File: config.mk
export PLATFORM = sky130hd
export DESIGN_NAME = window_pearson_correlation_core_flat
export DESIGN_NICKNAME = d
export VERILOG_FILES = /design/src/rtl/pcorr_pkg.sv /design/src/rtl/pcorr_if.sv /design/src/rtl/window_pearson_correlation_core.sv /design/src/rtl/pcorr_mul.sv /design/src/rtl/pcorr_accum.sv /design/src/rtl/pcorr_finish.sv /design/src/flat_wrapper.sv
export SDC_FILE = /design/constraint.sdc
export NUM_CORES = 2
export LEC_CHECK = 0
export ABC_AREA = 0
export BUFFER_PORTS_ARGS = -buffer_cell sky130_fd_sc_hd__buf_2
export CORE_ASPECT_RATIO = 0.7
export CORE_MARGIN = 2
export CORE_UTILIZATION = 50
export DETAILED_ROUTE_END_ITERATION = 7
export PLACE_DENSITY = 0.64
export SYNTH_ARGS = -nofsm -noshare
export SYNTH_HDL_FRONTEND = slang
export SYNTH_SLANG_ARGS = --single-unit
export TNS_END_PERCENT = 1
File: constraint.sdc
create_clock -name clk -period 8.1 [get_ports clk]
set_clock_uncertainty 0.15 [all_clocks]
set_input_delay 1.215 -clock clk [delete_from_list [all_inputs] [get_ports clk]]
set_output_delay 1.215 -clock clk [all_outputs]
set_load 0.05 [all_outputs]
File: src/rtl/pcorr_pkg.sv
package pcorr_pkg;

	localparam int MaxWindow  = 1024;
	localparam int SampleBits = 24;
	localparam int SampleW    = 24;
	localparam int CountW     = $clog2(MaxWindow + 2);
	localparam int SumW       = 34;
	localparam int SqW        = 58;
	localparam int SqProdW    = 2 * SampleW;
	localparam int SampCntW   = $clog2(SampleW);
	localparam int MulW       = 68;
	localparam int ProdW      = 2 * MulW;
	localparam int MulCntW    = $clog2(MulW);
	localparam int DiffW      = 70;
	localparam int FracShift  = 30;
	localparam int DivW       = ProdW + FracShift;
	localparam int DivCntW    = $clog2(DivW);
	localparam int QuotW      = FracShift + 1;
	localparam int RootW      = 16;
	localparam int RadW       = 2 * RootW;
	localparam int RemW       = RootW + 3;
	localparam int RootCntW   = $clog2(RootW);
	localparam int CorrW      = 16;
	localparam int StatusW    = 3;

	typedef enum logic [StatusW-1:0] {
		ST_OK        = 3'd0,
		ST_NONFINITE = 3'd1,
		ST_SHORT     = 3'd2,
		ST_LONG      = 3'd3,
		ST_ZEROVAR   = 3'd4
	} status_t;

	typedef struct packed {
		logic signed [SumW-1:0] sx;
		logic signed [SumW-1:0] sy;
		logic signed [SqW-1:0]  sxx;
		logic signed [SqW-1:0]  syy;
		logic signed [SqW-1:0]  sxy;
		logic [CountW-1:0]      count;
		logic                   saw_nonfinite;
	} window_sums_t;

	// Keeps the low SampleBits bits of a sample and sign-extends them.
	function automatic logic signed [SampleW-1:0] sext_sample(input logic [SampleW-1:0] raw);
		logic [SampleW-1:0] up;
		up = raw << (SampleW - SampleBits);
		return $signed(up) >>> (SampleW - SampleBits);
	endfunction

	function automatic logic [MulW-1:0] mag_sum(input logic signed [SumW-1:0] v);
		logic signed [SumW-1:0] n;
		n = -v;
		return v[SumW-1] ? MulW'(unsigned'(n)) : MulW'(unsigned'(v));
	endfunction

	function automatic logic [MulW-1:0] mag_sq(input logic signed [SqW-1:0] v);
		logic signed [SqW-1:0] n;
		n = -v;
		return v[SqW-1] ? MulW'(unsigned'(n)) : MulW'(unsigned'(v));
	endfunction

endpackage

File: src/rtl/pcorr_if.sv
interface pcorr_in_if;
	logic                                  valid;
	logic                                  ready;
	logic signed [pcorr_pkg::SampleW-1:0]  sample_x;
	logic signed [pcorr_pkg::SampleW-1:0]  sample_y;
	logic                                  sample_finite;
	logic                                  last_sample;

	modport source (output valid, sample_x, sample_y, sample_finite, last_sample,
		input ready);
	modport sink (input valid, sample_x, sample_y, sample_finite, last_sample,
		output ready);
	modport mon (input valid, ready, sample_x, sample_y, sample_finite, last_sample);
endinterface

interface pcorr_out_if;
	logic                                valid;
	logic                                ready;
	logic signed [pcorr_pkg::CorrW-1:0]  correlation;
	logic [pcorr_pkg::StatusW-1:0]       status;

	modport source (output valid, correlation, status, input ready);
	modport sink (input valid, correlation, status, output ready);
	modport mon (input valid, ready, correlation, status);
endinterface

File: src/rtl/window_pearson_correlation_core.sv
// Pearson correlation over a window of paired samples.
// The samples channel carries one pair (sample_x, sample_y, both signed Q8.16) per
// beat, with sample_finite and last_sample flags. The result channel carries one
// beat per window: the correlation in signed Q1.15 and a status code.
// A pair steps through the accumulator states idle, multiply, add and done when
// it is finite and accepted into the sums (the bit-serial products step through
// the 24 sample bits), and from idle straight to done when it is non-finite or
// beyond the window limit. Samples are taken one pair at a time: ready is high
// only while the accumulator is idle. The last pair hands the sums to the finishing
// unit, which offers the result beat after eight multiplications on the shared
// serial multiplier (one shift step per bit of the 68-bit operands), a restoring
// division, a square root and the load of the output register. A short, over-long
// or non-finite window skips the arithmetic; one without positive variance stops
// after the first four multiplications. The next window is accumulated meanwhile;
// its last pair waits only if the finishing unit is busy. The result sits in an
// output register, so a stalled receiver at first holds the beat without blocking
// accumulation; the following result then waits, and a later last pair behind it.
// Reset clears the sums, the count and all handshake state; no clearing pass.
module window_pearson_correlation_core (
	input  logic        clk,
	input  logic        arst_n,
	pcorr_in_if.sink    samples,
	pcorr_out_if.source result
);
	// Sums handed from the accumulator to the finishing unit at window end.
	pcorr_pkg::window_sums_t sums;
	logic                    sums_valid;
	logic                    sums_ready;

	pcorr_accum u_accum (
		.clk        (clk),
		.arst_n     (arst_n),
		.samples    (samples),
		.sums       (sums),
		.sums_valid (sums_valid),
		.sums_ready (sums_ready)
	);

	// The finishing unit owns the output register of the result channel.
	pcorr_finish u_finish (
		.clk        (clk),
		.arst_n     (arst_n),
		.sums       (sums),
		.sums_valid (sums_valid),
		.sums_ready (sums_ready),
		.result     (result)
	);
endmodule

File: src/rtl/pcorr_mul.sv
// Shift-and-add multiplier: one bit of b per cycle, product ready when done pulses.
module pcorr_mul (
	input  logic                          clk,
	input  logic                          arst_n,
	input  logic                          start,
	input  logic [pcorr_pkg::MulW-1:0]    a,
	input  logic [pcorr_pkg::MulW-1:0]    b,
	output logic                          done,
	output logic [pcorr_pkg::ProdW-1:0]   p
);
	logic [pcorr_pkg::ProdW-1:0]   acc_q;
	logic [pcorr_pkg::MulW-1:0]    a_q;
	logic [pcorr_pkg::MulW-1:0]    b_q;
	logic [pcorr_pkg::MulCntW-1:0] cnt_q;
	logic                          busy_q;
	logic                          done_q;
	logic [pcorr_pkg::MulW:0]      sum;

	assign sum  = {1'b0, acc_q[pcorr_pkg::ProdW-1:pcorr_pkg::MulW]} +
		(b_q[0] ? {1'b0, a_q} : '0);
	assign done = done_q;
	assign p    = acc_q;

	always_ff @(posedge clk or negedge arst_n) begin
		if (!arst_n) begin
			busy_q <= 1'b0;
			done_q <= 1'b0;
			cnt_q  <= '0;
		end else begin
			done_q <= !start && busy_q &&
				(cnt_q == pcorr_pkg::MulCntW'(pcorr_pkg::MulW - 1));
			if (start) begin
				busy_q <= 1'b1;
				cnt_q  <= '0;
			end else if (busy_q) begin
				cnt_q <= cnt_q + 1'b1;
				if (cnt_q == pcorr_pkg::MulCntW'(pcorr_pkg::MulW - 1)) begin
					busy_q <= 1'b0;
				end
			end
		end
	end

	always_ff @(posedge clk) begin
		if (start) begin
			acc_q <= '0;
			a_q   <= a;
			b_q   <= b;
		end else if (busy_q) begin
			acc_q <= {sum, acc_q[pcorr_pkg::MulW-1:1]};
			b_q   <= b_q >> 1;
		end
	end
endmodule

File: src/rtl/pcorr_accum.sv
// Takes one sample pair at a time, forms the three products bit-serially and
// keeps the window sums. At the end of a window the sums are handed on and cleared.
module pcorr_accum (
	input  logic                      clk,
	input  logic                      arst_n,
	pcorr_in_if.sink                  samples,
	output pcorr_pkg::window_sums_t   sums,
	output logic                      sums_valid,
	input  logic                      sums_ready
);
	typedef enum logic [3:0] {
		A_IDLE = 4'b0001,
		A_MUL  = 4'b0010,
		A_ADD  = 4'b0100,
		A_DONE = 4'b1000
	} acc_state_t;

	acc_state_t                           state_q;
	logic signed [pcorr_pkg::SumW-1:0]    sx_q, sy_q;
	logic signed [pcorr_pkg::SqW-1:0]     sxx_q, syy_q, sxy_q;
	logic [pcorr_pkg::CountW-1:0]         count_q;
	logic                                 nf_q;
	logic                                 last_q;
	logic                                 sgn_q;
	logic [pcorr_pkg::SqProdW-1:0]        ax_q, ay_q;
	logic [pcorr_pkg::SampleW-1:0]        bx_q, by_q;
	logic [pcorr_pkg::SqProdW-1:0]        pxx_q, pyy_q, pxy_q;
	logic [pcorr_pkg::SampCntW-1:0]       cnt_q;

	logic                                 accept;
	logic signed [pcorr_pkg::SampleW-1:0] x, y, nx, ny;
	logic [pcorr_pkg::SampleW-1:0]        mx, my;
	logic signed [pcorr_pkg::SqW-1:0]     ext_xx, ext_yy, ext_xy;

	assign samples.ready = (state_q == A_IDLE);
	assign accept        = samples.valid && samples.ready;
	assign x  = pcorr_pkg::sext_sample(samples.sample_x);
	assign y  = pcorr_pkg::sext_sample(samples.sample_y);
	assign nx = -x;
	assign ny = -y;
	assign mx = x[pcorr_pkg::SampleW-1] ? unsigned'(nx) : unsigned'(x);
	assign my = y[pcorr_pkg::SampleW-1] ? unsigned'(ny) : unsigned'(y);

	assign ext_xx = signed'(pcorr_pkg::SqW'(pxx_q));
	assign ext_yy = signed'(pcorr_pkg::SqW'(pyy_q));
	assign ext_xy = signed'(pcorr_pkg::SqW'(pxy_q));

	assign sums_valid          = (state_q == A_DONE) && last_q;
	assign sums.sx             = sx_q;
	assign sums.sy             = sy_q;
	assign sums.sxx            = sxx_q;
	assign sums.syy            = syy_q;
	assign sums.sxy            = sxy_q;
	assign sums.count          = count_q;
	assign sums.saw_nonfinite  = nf_q;

	always_ff @(posedge clk or negedge arst_n) begin
		if (!arst_n) begin
			state_q <= A_IDLE;
			sx_q    <= '0;
			sy_q    <= '0;
			sxx_q   <= '0;
			syy_q   <= '0;
			sxy_q   <= '0;
			count_q <= '0;
			nf_q    <= 1'b0;
			last_q  <= 1'b0;
			cnt_q   <= '0;
		end else begin
			case (state_q)
				A_IDLE: begin
					if (accept) begin
						last_q <= samples.last_sample;
						if (count_q >= pcorr_pkg::CountW'(pcorr_pkg::MaxWindow)) begin
							count_q <= pcorr_pkg::CountW'(pcorr_pkg::MaxWindow + 1);
							state_q <= A_DONE;
						end else begin
							count_q <= count_q + 1'b1;
							if (!samples.sample_finite) begin
								nf_q    <= 1'b1;
								state_q <= A_DONE;
							end else begin
								sx_q    <= sx_q + pcorr_pkg::SumW'(x);
								sy_q    <= sy_q + pcorr_pkg::SumW'(y);
								cnt_q   <= '0;
								state_q <= A_MUL;
							end
						end
					end
				end
				A_MUL: begin
					cnt_q <= cnt_q + 1'b1;
					if (cnt_q == pcorr_pkg::SampCntW'(pcorr_pkg::SampleW - 1)) begin
						state_q <= A_ADD;
					end
				end
				A_ADD: begin
					sxx_q   <= sxx_q + ext_xx;
					syy_q   <= syy_q + ext_yy;
					sxy_q   <= sgn_q ? (sxy_q - ext_xy) : (sxy_q + ext_xy);
					state_q <= A_DONE;
				end
				A_DONE: begin
					if (!last_q) begin
						state_q <= A_IDLE;
					end else if (sums_ready) begin
						sx_q    <= '0;
						sy_q    <= '0;
						sxx_q   <= '0;
						syy_q   <= '0;
						sxy_q   <= '0;
						count_q <= '0;
						nf_q    <= 1'b0;
						state_q <= A_IDLE;
					end
				end
				default: state_q <= A_IDLE;
			endcase
		end
	end

	// Three product lanes: xx shifts on the bits of x, while yy and xy share the bits of y.
	always_ff @(posedge clk) begin
		if (accept) begin
			sgn_q <= x[pcorr_pkg::SampleW-1] ^ y[pcorr_pkg::SampleW-1];
			ax_q  <= pcorr_pkg::SqProdW'(mx);
			ay_q  <= pcorr_pkg::SqProdW'(my);
			bx_q  <= mx;
			by_q  <= my;
			pxx_q <= '0;
			pyy_q <= '0;
			pxy_q <= '0;
		end else if (state_q == A_MUL) begin
			if (bx_q[0]) begin
				pxx_q <= pxx_q + ax_q;
			end
			if (by_q[0]) begin
				pyy_q <= pyy_q + ay_q;
				pxy_q <= pxy_q + ax_q;
			end
			ax_q <= ax_q << 1;
			ay_q <= ay_q << 1;
			bx_q <= bx_q >> 1;
			by_q <= by_q >> 1;
		end
	end
endmodule

File: src/rtl/pcorr_finish.sv
// Turns the window sums into a correlation: for a clean window, eight serial multiplications,
// a restoring division and a digit-by-digit square root; a window that fails early gets only a status.
module pcorr_finish (
	input  logic                     clk,
	input  logic                     arst_n,
	input  pcorr_pkg::window_sums_t  sums,
	input  logic                     sums_valid,
	output logic                     sums_ready,
	pcorr_out_if.source              result
);
	typedef enum logic [4:0] {
		F_IDLE = 5'b00001,
		F_MUL  = 5'b00010,
		F_DIV  = 5'b00100,
		F_SQRT = 5'b01000,
		F_OUT  = 5'b10000
	} fin_state_t;

	typedef enum logic [2:0] {
		STEP_WSXX  = 3'd0,
		STEP_SXSX  = 3'd1,
		STEP_WSYY  = 3'd2,
		STEP_SYSY  = 3'd3,
		STEP_WSXY  = 3'd4,
		STEP_SXSY  = 3'd5,
		STEP_VXVY  = 3'd6,
		STEP_NUMSQ = 3'd7
	} step_t;

	fin_state_t                            state_q;
	step_t                                 step_q;
	pcorr_pkg::window_sums_t               sums_q;
	logic                                  start_q;
	logic signed [pcorr_pkg::DiffW-1:0]    tmp_q;
	logic [pcorr_pkg::MulW-1:0]            vx_q, vy_q, nmag_q;
	logic                                  vx_bad_q;
	logic                                  neg_q;
	logic [pcorr_pkg::ProdW-1:0]           prod_q;
	logic [pcorr_pkg::DivW-1:0]            dividend_q;
	logic [pcorr_pkg::ProdW-1:0]           rem_q;
	logic [pcorr_pkg::QuotW-1:0]           quot_q;
	logic [pcorr_pkg::DivCntW-1:0]         div_cnt_q;
	logic [pcorr_pkg::RadW-1:0]            rad_q;
	logic [pcorr_pkg::RootW-1:0]           root_q;
	logic [pcorr_pkg::RemW-1:0]            srem_q;
	logic [pcorr_pkg::RootCntW-1:0]        root_cnt_q;
	logic signed [pcorr_pkg::CorrW-1:0]    res_corr_q;
	pcorr_pkg::status_t                    res_status_q;
	logic                                  out_valid_q;
	logic signed [pcorr_pkg::CorrW-1:0]    corr_q;
	pcorr_pkg::status_t                    status_q;

	logic [pcorr_pkg::MulW-1:0]            op_a, op_b;
	logic                                  mul_done;
	logic [pcorr_pkg::ProdW-1:0]           mul_p;
	logic [pcorr_pkg::MulW-1:0]            w_ext;
	logic signed [pcorr_pkg::DiffW-1:0]    p_lo, p_neg, diff, num, num_neg;
	logic                                  diff_bad;
	logic                                  start_d;
	logic [pcorr_pkg::ProdW:0]             r2, r2_sub;
	logic                                  qbit;
	logic [pcorr_pkg::QuotW-1:0]           quot_d;
	logic [pcorr_pkg::RemW-1:0]            r_in, trial, r_sub;
	logic                                  rbit;
	logic [pcorr_pkg::RootW-1:0]           root_d;
	logic signed [pcorr_pkg::CorrW-1:0]    corr_d;

	assign sums_ready         = (state_q == F_IDLE);
	assign result.valid       = out_valid_q;
	assign result.correlation = corr_q;
	assign result.status      = status_q;

	assign w_ext = pcorr_pkg::MulW'(sums_q.count);

	always_comb begin
		case (step_q)
			STEP_WSXX:  begin op_a = w_ext; op_b = pcorr_pkg::mag_sq(sums_q.sxx); end
			STEP_SXSX:  begin
				op_a = pcorr_pkg::mag_sum(sums_q.sx);
				op_b = pcorr_pkg::mag_sum(sums_q.sx);
			end
			STEP_WSYY:  begin op_a = w_ext; op_b = pcorr_pkg::mag_sq(sums_q.syy); end
			STEP_SYSY:  begin
				op_a = pcorr_pkg::mag_sum(sums_q.sy);
				op_b = pcorr_pkg::mag_sum(sums_q.sy);
			end
			STEP_WSXY:  begin op_a = w_ext; op_b = pcorr_pkg::mag_sq(sums_q.sxy); end
			STEP_SXSY:  begin
				op_a = pcorr_pkg::mag_sum(sums_q.sx);
				op_b = pcorr_pkg::mag_sum(sums_q.sy);
			end
			STEP_VXVY:  begin op_a = vx_q; op_b = vy_q; end
			STEP_NUMSQ: begin op_a = nmag_q; op_b = nmag_q; end
			default:    begin op_a = '0; op_b = '0; end
		endcase
	end

	pcorr_mul u_mul (
		.clk    (clk),
		.arst_n (arst_n),
		.start  (start_q),
		.a      (op_a),
		.b      (op_b),
		.done   (mul_done),
		.p      (mul_p)
	);

	// Partial products are bounded well below the 70-bit working width.
	assign p_lo     = signed'({1'b0, mul_p[pcorr_pkg::DiffW-2:0]});
	assign p_neg    = -p_lo;
	assign diff     = tmp_q - p_lo;
	assign diff_bad = diff[pcorr_pkg::DiffW-1] || (diff == '0);
	assign num      = tmp_q -
		((sums_q.sx[pcorr_pkg::SumW-1] ^ sums_q.sy[pcorr_pkg::SumW-1]) ? p_neg : p_lo);
	assign num_neg  = -num;

	// A multiplication starts after a clean window is taken and after every product but
	// the last, except that it stops once both variances are formed and either is not positive.
	assign start_d = ((state_q == F_IDLE) && sums_valid &&
			(sums.count >= pcorr_pkg::CountW'(2)) &&
			(sums.count <= pcorr_pkg::CountW'(pcorr_pkg::MaxWindow)) &&
			!sums.saw_nonfinite) ||
		((state_q == F_MUL) && mul_done && (step_q != STEP_NUMSQ) &&
			!((step_q == STEP_SYSY) && (vx_bad_q || diff_bad)));

	// Restoring division, one quotient bit per cycle.
	assign r2     = {rem_q, dividend_q[pcorr_pkg::DivW-1]};
	assign r2_sub = r2 - {1'b0, prod_q};
	assign qbit   = !r2_sub[pcorr_pkg::ProdW];
	assign quot_d = {quot_q[pcorr_pkg::QuotW-2:0], qbit};

	// Square root, one result bit per cycle.
	assign r_in   = {srem_q[pcorr_pkg::RemW-3:0], rad_q[pcorr_pkg::RadW-1 -: 2]};
	assign trial  = {1'b0, root_q, 2'b01};
	assign r_sub  = r_in - trial;
	assign rbit   = (r_in >= trial);
	assign root_d = {root_q[pcorr_pkg::RootW-2:0], rbit};

	always_comb begin
		if (neg_q) begin
			corr_d = -signed'(root_d);
		end else if (root_d[pcorr_pkg::RootW-1]) begin
			corr_d = {1'b0, {(pcorr_pkg::CorrW-1){1'b1}}};
		end else begin
			corr_d = signed'(root_d);
		end
	end

	always_ff @(posedge clk or negedge arst_n) begin
		if (!arst_n) begin
			state_q      <= F_IDLE;
			step_q       <= STEP_WSXX;
			start_q      <= 1'b0;
			out_valid_q  <= 1'b0;
			div_cnt_q    <= '0;
			root_cnt_q   <= '0;
		end else begin
			start_q <= start_d;
			if (result.valid && result.ready && (state_q != F_OUT)) begin
				out_valid_q <= 1'b0;
			end
			case (state_q)
				F_IDLE: begin
					if (sums_valid) begin
						step_q <= STEP_WSXX;
						if (sums.count < pcorr_pkg::CountW'(2)) begin
							state_q <= F_OUT;
						end else if (sums.count > pcorr_pkg::CountW'(pcorr_pkg::MaxWindow)) begin
							state_q <= F_OUT;
						end else if (sums.saw_nonfinite) begin
							state_q <= F_OUT;
						end else begin
							state_q <= F_MUL;
						end
					end
				end
				F_MUL: begin
					if (mul_done) begin
						if (step_q == STEP_NUMSQ) begin
							div_cnt_q <= '0;
							state_q   <= F_DIV;
						end else if (step_q == STEP_SYSY && (vx_bad_q || diff_bad)) begin
							state_q <= F_OUT;
						end else begin
							step_q <= step_t'(step_q + 3'd1);
						end
					end
				end
				F_DIV: begin
					div_cnt_q <= div_cnt_q + 1'b1;
					if (div_cnt_q == pcorr_pkg::DivCntW'(pcorr_pkg::DivW - 1)) begin
						root_cnt_q <= '0;
						state_q    <= F_SQRT;
					end
				end
				F_SQRT: begin
					root_cnt_q <= root_cnt_q + 1'b1;
					if (root_cnt_q == pcorr_pkg::RootCntW'(pcorr_pkg::RootW - 1)) begin
						state_q <= F_OUT;
					end
				end
				F_OUT: begin
					if (!out_valid_q || result.ready) begin
						out_valid_q <= 1'b1;
						state_q     <= F_IDLE;
					end
				end
				default: state_q <= F_IDLE;
			endcase
		end
	end

	always_ff @(posedge clk) begin
		case (state_q)
			F_IDLE: begin
				sums_q     <= sums;
				res_corr_q <= '0;
				if (sums.count < pcorr_pkg::CountW'(2)) begin
					res_status_q <= pcorr_pkg::ST_SHORT;
				end else if (sums.count > pcorr_pkg::CountW'(pcorr_pkg::MaxWindow)) begin
					res_status_q <= pcorr_pkg::ST_LONG;
				end else if (sums.saw_nonfinite) begin
					res_status_q <= pcorr_pkg::ST_NONFINITE;
				end else begin
					res_status_q <= pcorr_pkg::ST_OK;
				end
			end
			F_MUL: begin
				if (mul_done) begin
					case (step_q)
						STEP_WSXX, STEP_WSYY: tmp_q <= p_lo;
						STEP_SXSX: begin
							vx_q     <= diff[pcorr_pkg::MulW-1:0];
							vx_bad_q <= diff_bad;
						end
						STEP_SYSY: begin
							vy_q <= diff[pcorr_pkg::MulW-1:0];
							if (vx_bad_q || diff_bad) begin
								res_status_q <= pcorr_pkg::ST_ZEROVAR;
							end
						end
						STEP_WSXY: tmp_q <= sums_q.sxy[pcorr_pkg::SqW-1] ? p_neg : p_lo;
						STEP_SXSY: begin
							neg_q  <= num[pcorr_pkg::DiffW-1];
							nmag_q <= num[pcorr_pkg::DiffW-1] ?
								num_neg[pcorr_pkg::MulW-1:0] : num[pcorr_pkg::MulW-1:0];
						end
						STEP_VXVY: prod_q <= mul_p;
						STEP_NUMSQ: begin
							dividend_q <= {mul_p, {pcorr_pkg::FracShift{1'b0}}};
							rem_q      <= '0;
							quot_q     <= '0;
						end
						default: tmp_q <= tmp_q;
					endcase
				end
			end
			F_DIV: begin
				dividend_q <= dividend_q << 1;
				rem_q      <= qbit ? r2_sub[pcorr_pkg::ProdW-1:0] : r2[pcorr_pkg::ProdW-1:0];
				quot_q     <= quot_d;
				if (div_cnt_q == pcorr_pkg::DivCntW'(pcorr_pkg::DivW - 1)) begin
					rad_q  <= pcorr_pkg::RadW'(quot_d);
					root_q <= '0;
					srem_q <= '0;
				end
			end
			F_SQRT: begin
				rad_q  <= rad_q << 2;
				srem_q <= rbit ? r_sub : r_in;
				root_q <= root_d;
				if (root_cnt_q == pcorr_pkg::RootCntW'(pcorr_pkg::RootW - 1)) begin
					res_corr_q <= corr_d;
				end
			end
			F_OUT: begin
				if (!out_valid_q || result.ready) begin
					corr_q   <= res_corr_q;
					status_q <= res_status_q;
				end
			end
			default: tmp_q <= tmp_q;
		endcase
	end
endmodule

File: src/flat_wrapper.sv
// flat-port wrapper written by rule: the top's interface ports become plain ports
module window_pearson_correlation_core_flat 
  (clk, arst_n, samples_valid, samples_sample_x, samples_sample_y, samples_sample_finite, samples_last_sample, samples_ready, result_valid, result_correlation, result_status, result_ready);
  pcorr_in_if samples_i ();
  pcorr_out_if result_i ();
  input  logic clk;
  input  logic arst_n;
  input wire logic [$bits(samples_i.valid)-1:0] samples_valid;
  input wire logic [$bits(samples_i.sample_x)-1:0] samples_sample_x;
  input wire logic [$bits(samples_i.sample_y)-1:0] samples_sample_y;
  input wire logic [$bits(samples_i.sample_finite)-1:0] samples_sample_finite;
  input wire logic [$bits(samples_i.last_sample)-1:0] samples_last_sample;
  output wire logic [$bits(samples_i.ready)-1:0] samples_ready;
  output wire logic [$bits(result_i.valid)-1:0] result_valid;
  output wire logic [$bits(result_i.correlation)-1:0] result_correlation;
  output wire logic [$bits(result_i.status)-1:0] result_status;
  input wire logic [$bits(result_i.ready)-1:0] result_ready;
  assign samples_i.valid = samples_valid;
  assign samples_i.sample_x = samples_sample_x;
  assign samples_i.sample_y = samples_sample_y;
  assign samples_i.sample_finite = samples_sample_finite;
  assign samples_i.last_sample = samples_last_sample;
  assign samples_ready = samples_i.ready;
  assign result_valid = result_i.valid;
  assign result_correlation = result_i.correlation;
  assign result_status = result_i.status;
  assign result_i.ready = result_ready;
  window_pearson_correlation_core u_core (.clk(clk), .arst_n(arst_n), .samples(samples_i), .result(result_i));
endmodule
==> impl_metrics.ini <==
[critical_path]
reg2reg_to = u_core.u_finish.nmag_q[46]$_DFFE_PP_
cp_data_required_time_ns = 8.54
cp-startpoint = u_core.u_finish.u_mul.p[2]$_SDFFE_PP0P_
cp-start-kind = flip-flop
critPathKind = flip-flop to flip-flop
regToRegStartpoint = u_core.u_finish.u_mul.p[2]$_SDFFE_PP0P_
arrival_ns = 8.01
r2r_cells = 24
r2r_setup_slack_ns = 0.53
cp-end-kind = flip-flop
critical_path.max_fanout = 29

[final_layout]
final_common_cell = nand2_1
synthToLayoutAreaGrowth_pct = 8.67
final_area_sq_um = 133000
nNetsFinal = 13800
final_cell_mix = nand2_1 (1791), edfxtp_1 (1303), a21oi_1 (1120)
drive_gt1_share_pct = 5.35
regArea_sq_um = 53100
stdcell_count = 16400
fillers = 21800
multi_input_area_sq_um = 65400
finish.utilization_pct = 54.5

[die]
die_y_um = 418
initial_utilization_pct = 50.2
row_count = 152
io_pins = 75
die_w_um = 596
core_region_area_sq_um = 244000
dieArea_sq_um = 249000

[synth]
synth_edf_count = 1303
synth_cells = 13200
synthFlopType = edfxtp_1
syn_avg_cell_area_sq_um = 9.29
syn_nets = 14000
yosysSeqAreaShare_pct = 43.3
ys_seq_elements = 1926
synthDistinctLibCells = 107
syn-cell-area_sq_um = 123000
synthArstFlopShare_pct = 15.3
ys_warn_count = 0

[clocking]
htreeDepth = 4
root_buffer = clkbuf_16
clock_sinks = 1926
cts_buffers = 207
cts_tree = built
clk_path_buf_depth = 4
clkTransAtPathRegs_ns = 0.07
insertion_delay_ns = 0.91
post-cts-setup-buffers = 0

[global_route]
grt_pass1_wl_um = 600000
track_usage_pct = 31.5
gr-total-overflow = 0
grt_max_degree = 156
antenna_found_initial = 25
first_global_vias = 92900

[timing]
tns_ns = 0
timing.hold.ws_ns = 0.259
worst_slack_ns = 0.528
finalMaxSlewViolations = 0
slew_headroom_pct = 6.62
period_share_pct = 93.5
finalSetupViolations = 0
tightest_slew_ns = 1.36
final_hold_viol_count = 0
period_needed_ns = 7.57
rsz0062_at_grt = no
max_freq_mhz = 132

[place]
dp.cells = 16000
placed_area_sq_um = 126000
portBuffers = 74
hpwl_um = 309000
pre_cts_slack_ns = 0.437
gp_congestion = 1.02

[routing]
finalWirelength_um = 405000
first_iter_violations = 11900
drc = 22
wl_per_cell_um = 24.7
vias_per_cell = 6.23
firstDrtPassIters = 8
ant_nets = 0
via_count = 102000

[power_and_ir_drop]
p_seq_share_pct = 36.1
p_leak_nw = 51.9
ir_drop_mv = 0.473
clkPwrFrac_pct = 23.4
power.density_nw_per_um2 = 323
intPower_mw = 25.6
combPwrFrac_pct = 40.5
p_sw_mw = 17.4
finalPower_mw = 43.0
p_sw_share_pct = 40.5

[outcome]
violations = design-rule violations
outcome = finished, violations left

[job]
drv_cap = 0

[min_path]
hp-class = input port to asynchronous set/reset pin
state kept, by name, summed over array words and instances, names as in the netlist, 34 cells and up:
name                        cells
u_core.u_finish.sums_q        253
u_core.u_finish.dividend_q    136
u_core.u_finish.prod_q        136
u_core.u_finish.rem_q         136
u_core.u_finish.u_mul.p       136
u_core.u_finish.tmp_q          70
u_core.u_finish.nmag_q         68
u_core.u_finish.u_mul.a_q      68
u_core.u_finish.u_mul.b_q      68
u_core.u_finish.vx_q           68
u_core.u_finish.vy_q           68
u_core.u_accum.sxx_q           58
u_core.u_accum.sxy_q           58
u_core.u_accum.syy_q           58
u_core.u_accum.ax_q            48
u_core.u_accum.ay_q            48
u_core.u_accum.pxx_q           48
u_core.u_accum.pxy_q           48
u_core.u_accum.pyy_q           48
u_core.u_accum.sx_q            34
u_core.u_accum.sy_q            34
cell families after synthesis:
kind of cell             share of synthesized area [%]
AO/OA/AOI/OAI                                     20.0
XOR/XNOR                                          7.95
adder cells (fa/ha/maj)                           7.78
buffers and inverters                             3.59
flip-flops                                        43.3
multiplexers                                      1.31
AND/OR/NAND/NOR                                   16.1
worst max-delay path, stage by stage (launching register included):
cell      delay, ns
dfxtp_1        0.41
nor4_4         0.38
nand3_1        0.25
nor3_2         0.34
nand2_1        0.21
or3_1          0.40
nor3_1         0.45
and4_1         0.33
nor2_1         0.07
xnor2_1        0.15
ha_1           0.46
nand2_1        0.21
or3_1          0.40
nor3_1         0.37
nand2_1        0.10
o31ai_1        0.69
nand3b_1       0.32
a21oi_1        0.33
nor3_1         0.10
o21bai_1       0.15
a21o_1         0.16
xnor2_2        0.13
buf_4          0.40
nor2_1         0.11
xor2_1         0.17
repair_timing:
action	CTS	global route
endpoints found under the setup margin	0	14
hold buffers	0	0
gates resized for setup	0	7
worst max-delay path by stage:
stage | to | slack, ns | depth (start not counted)
after global placement | u_core.u_finish.nmag_q[66]$_DFFE_PP_ | 0.59 | 26
after floorplan | u_core.u_finish.start_q$_DFF_PN0_ | 0.38 | 5
after global routing | u_core.u_finish.nmag_q[67]$_DFFE_PP_ | 0.08 | 30
after CTS | u_core.u_finish.nmag_q[66]$_DFFE_PP_ | 0.46 | 26
final | u_core.u_finish.nmag_q[46]$_DFFE_PP_ | 0.53 | 24
after detailed placement | u_core.u_finish.nmag_q[66]$_DFFE_PP_ | 0.44 | 26
synthesized netlist by cell type (56+ instances only):
cell type | n | area share (%)
a21oi_1 | 1120 | 4.6
a22o_1 | 66 | 0.47
and2_1 | 158 | 0.81
a211oi_1 | 92 | 0.56
nor2_1 | 884 | 2.7
o21a_1 | 178 | 1.1
a21o_1 | 392 | 2.4
and3_1 | 102 | 0.52
clkbuf_1 | 528 | 1.6
o211ai_1 | 120 | 0.73
dfxtp_1 | 328 | 5.4
nor3_1 | 223 | 0.91
or3_1 | 112 | 0.57
a22oi_1 | 56 | 0.34
buf_1 | 63 | 0.19
o31ai_1 | 148 | 0.91
nand2_1 | 1797 | 5.5
o21ai_0 | 883 | 3.6
nor4_1 | 86 | 0.44
a222oi_1 | 57 | 0.47
dfrtp_1 | 293 | 6.0
o21bai_1 | 128 | 0.78
o41ai_1 | 58 | 0.41
edfxtp_1 | 1303 | 32
nand4_1 | 177 | 0.90
or4_1 | 71 | 0.43
nand3_1 | 243 | 0.99
a31oi_1 | 103 | 0.53
xnor2_1 | 700 | 5.0
nor2b_1 | 82 | 0.42
mux2i_1 | 140 | 1.1
xor2_1 | 412 | 2.9
nand2b_1 | 137 | 0.70
ha_1 | 743 | 7.6
inv_1 | 557 | 1.7
layout make-up:
class,instances,share of cell area [%]
flip-flops and latches,1926,39.9
well taps,3234,3.04
clock buffers,266,4.35
repair buffers,206,1.17
clock inverters,109,0.940
inverters,558,1.58
multi-input cells,10100,49.1
diodes,4,0.00751
metal layers:
| layer | global-route usage (%) | part of all wire, % |
|---|---|---|
| met1 | 48.7 | 48 |
| met3 | 7.16 | 9.7 |
| met5 | 0 | 0.031 |
| met4 | 7.03 | 2.4 |
| met2 | 44.0 | 40 |
power by group through the flow:
stage | clock, mW | sequential, mW | combinational (mW)
2_1_floorplan | 0 | 14.7 | 12.6
3_3_place_gp | 0 | 15.6 | 16.5
3_5_place_dp | 0 | 15.6 | 16.9
4_1_cts | 10.2 | 15.5 | 17.0
5_1_grt | 10.6 | 15.7 | 19.0
6_report | 10.1 | 15.5 | 17.4
Note: power is estimated with default switching activity, not from simulation.
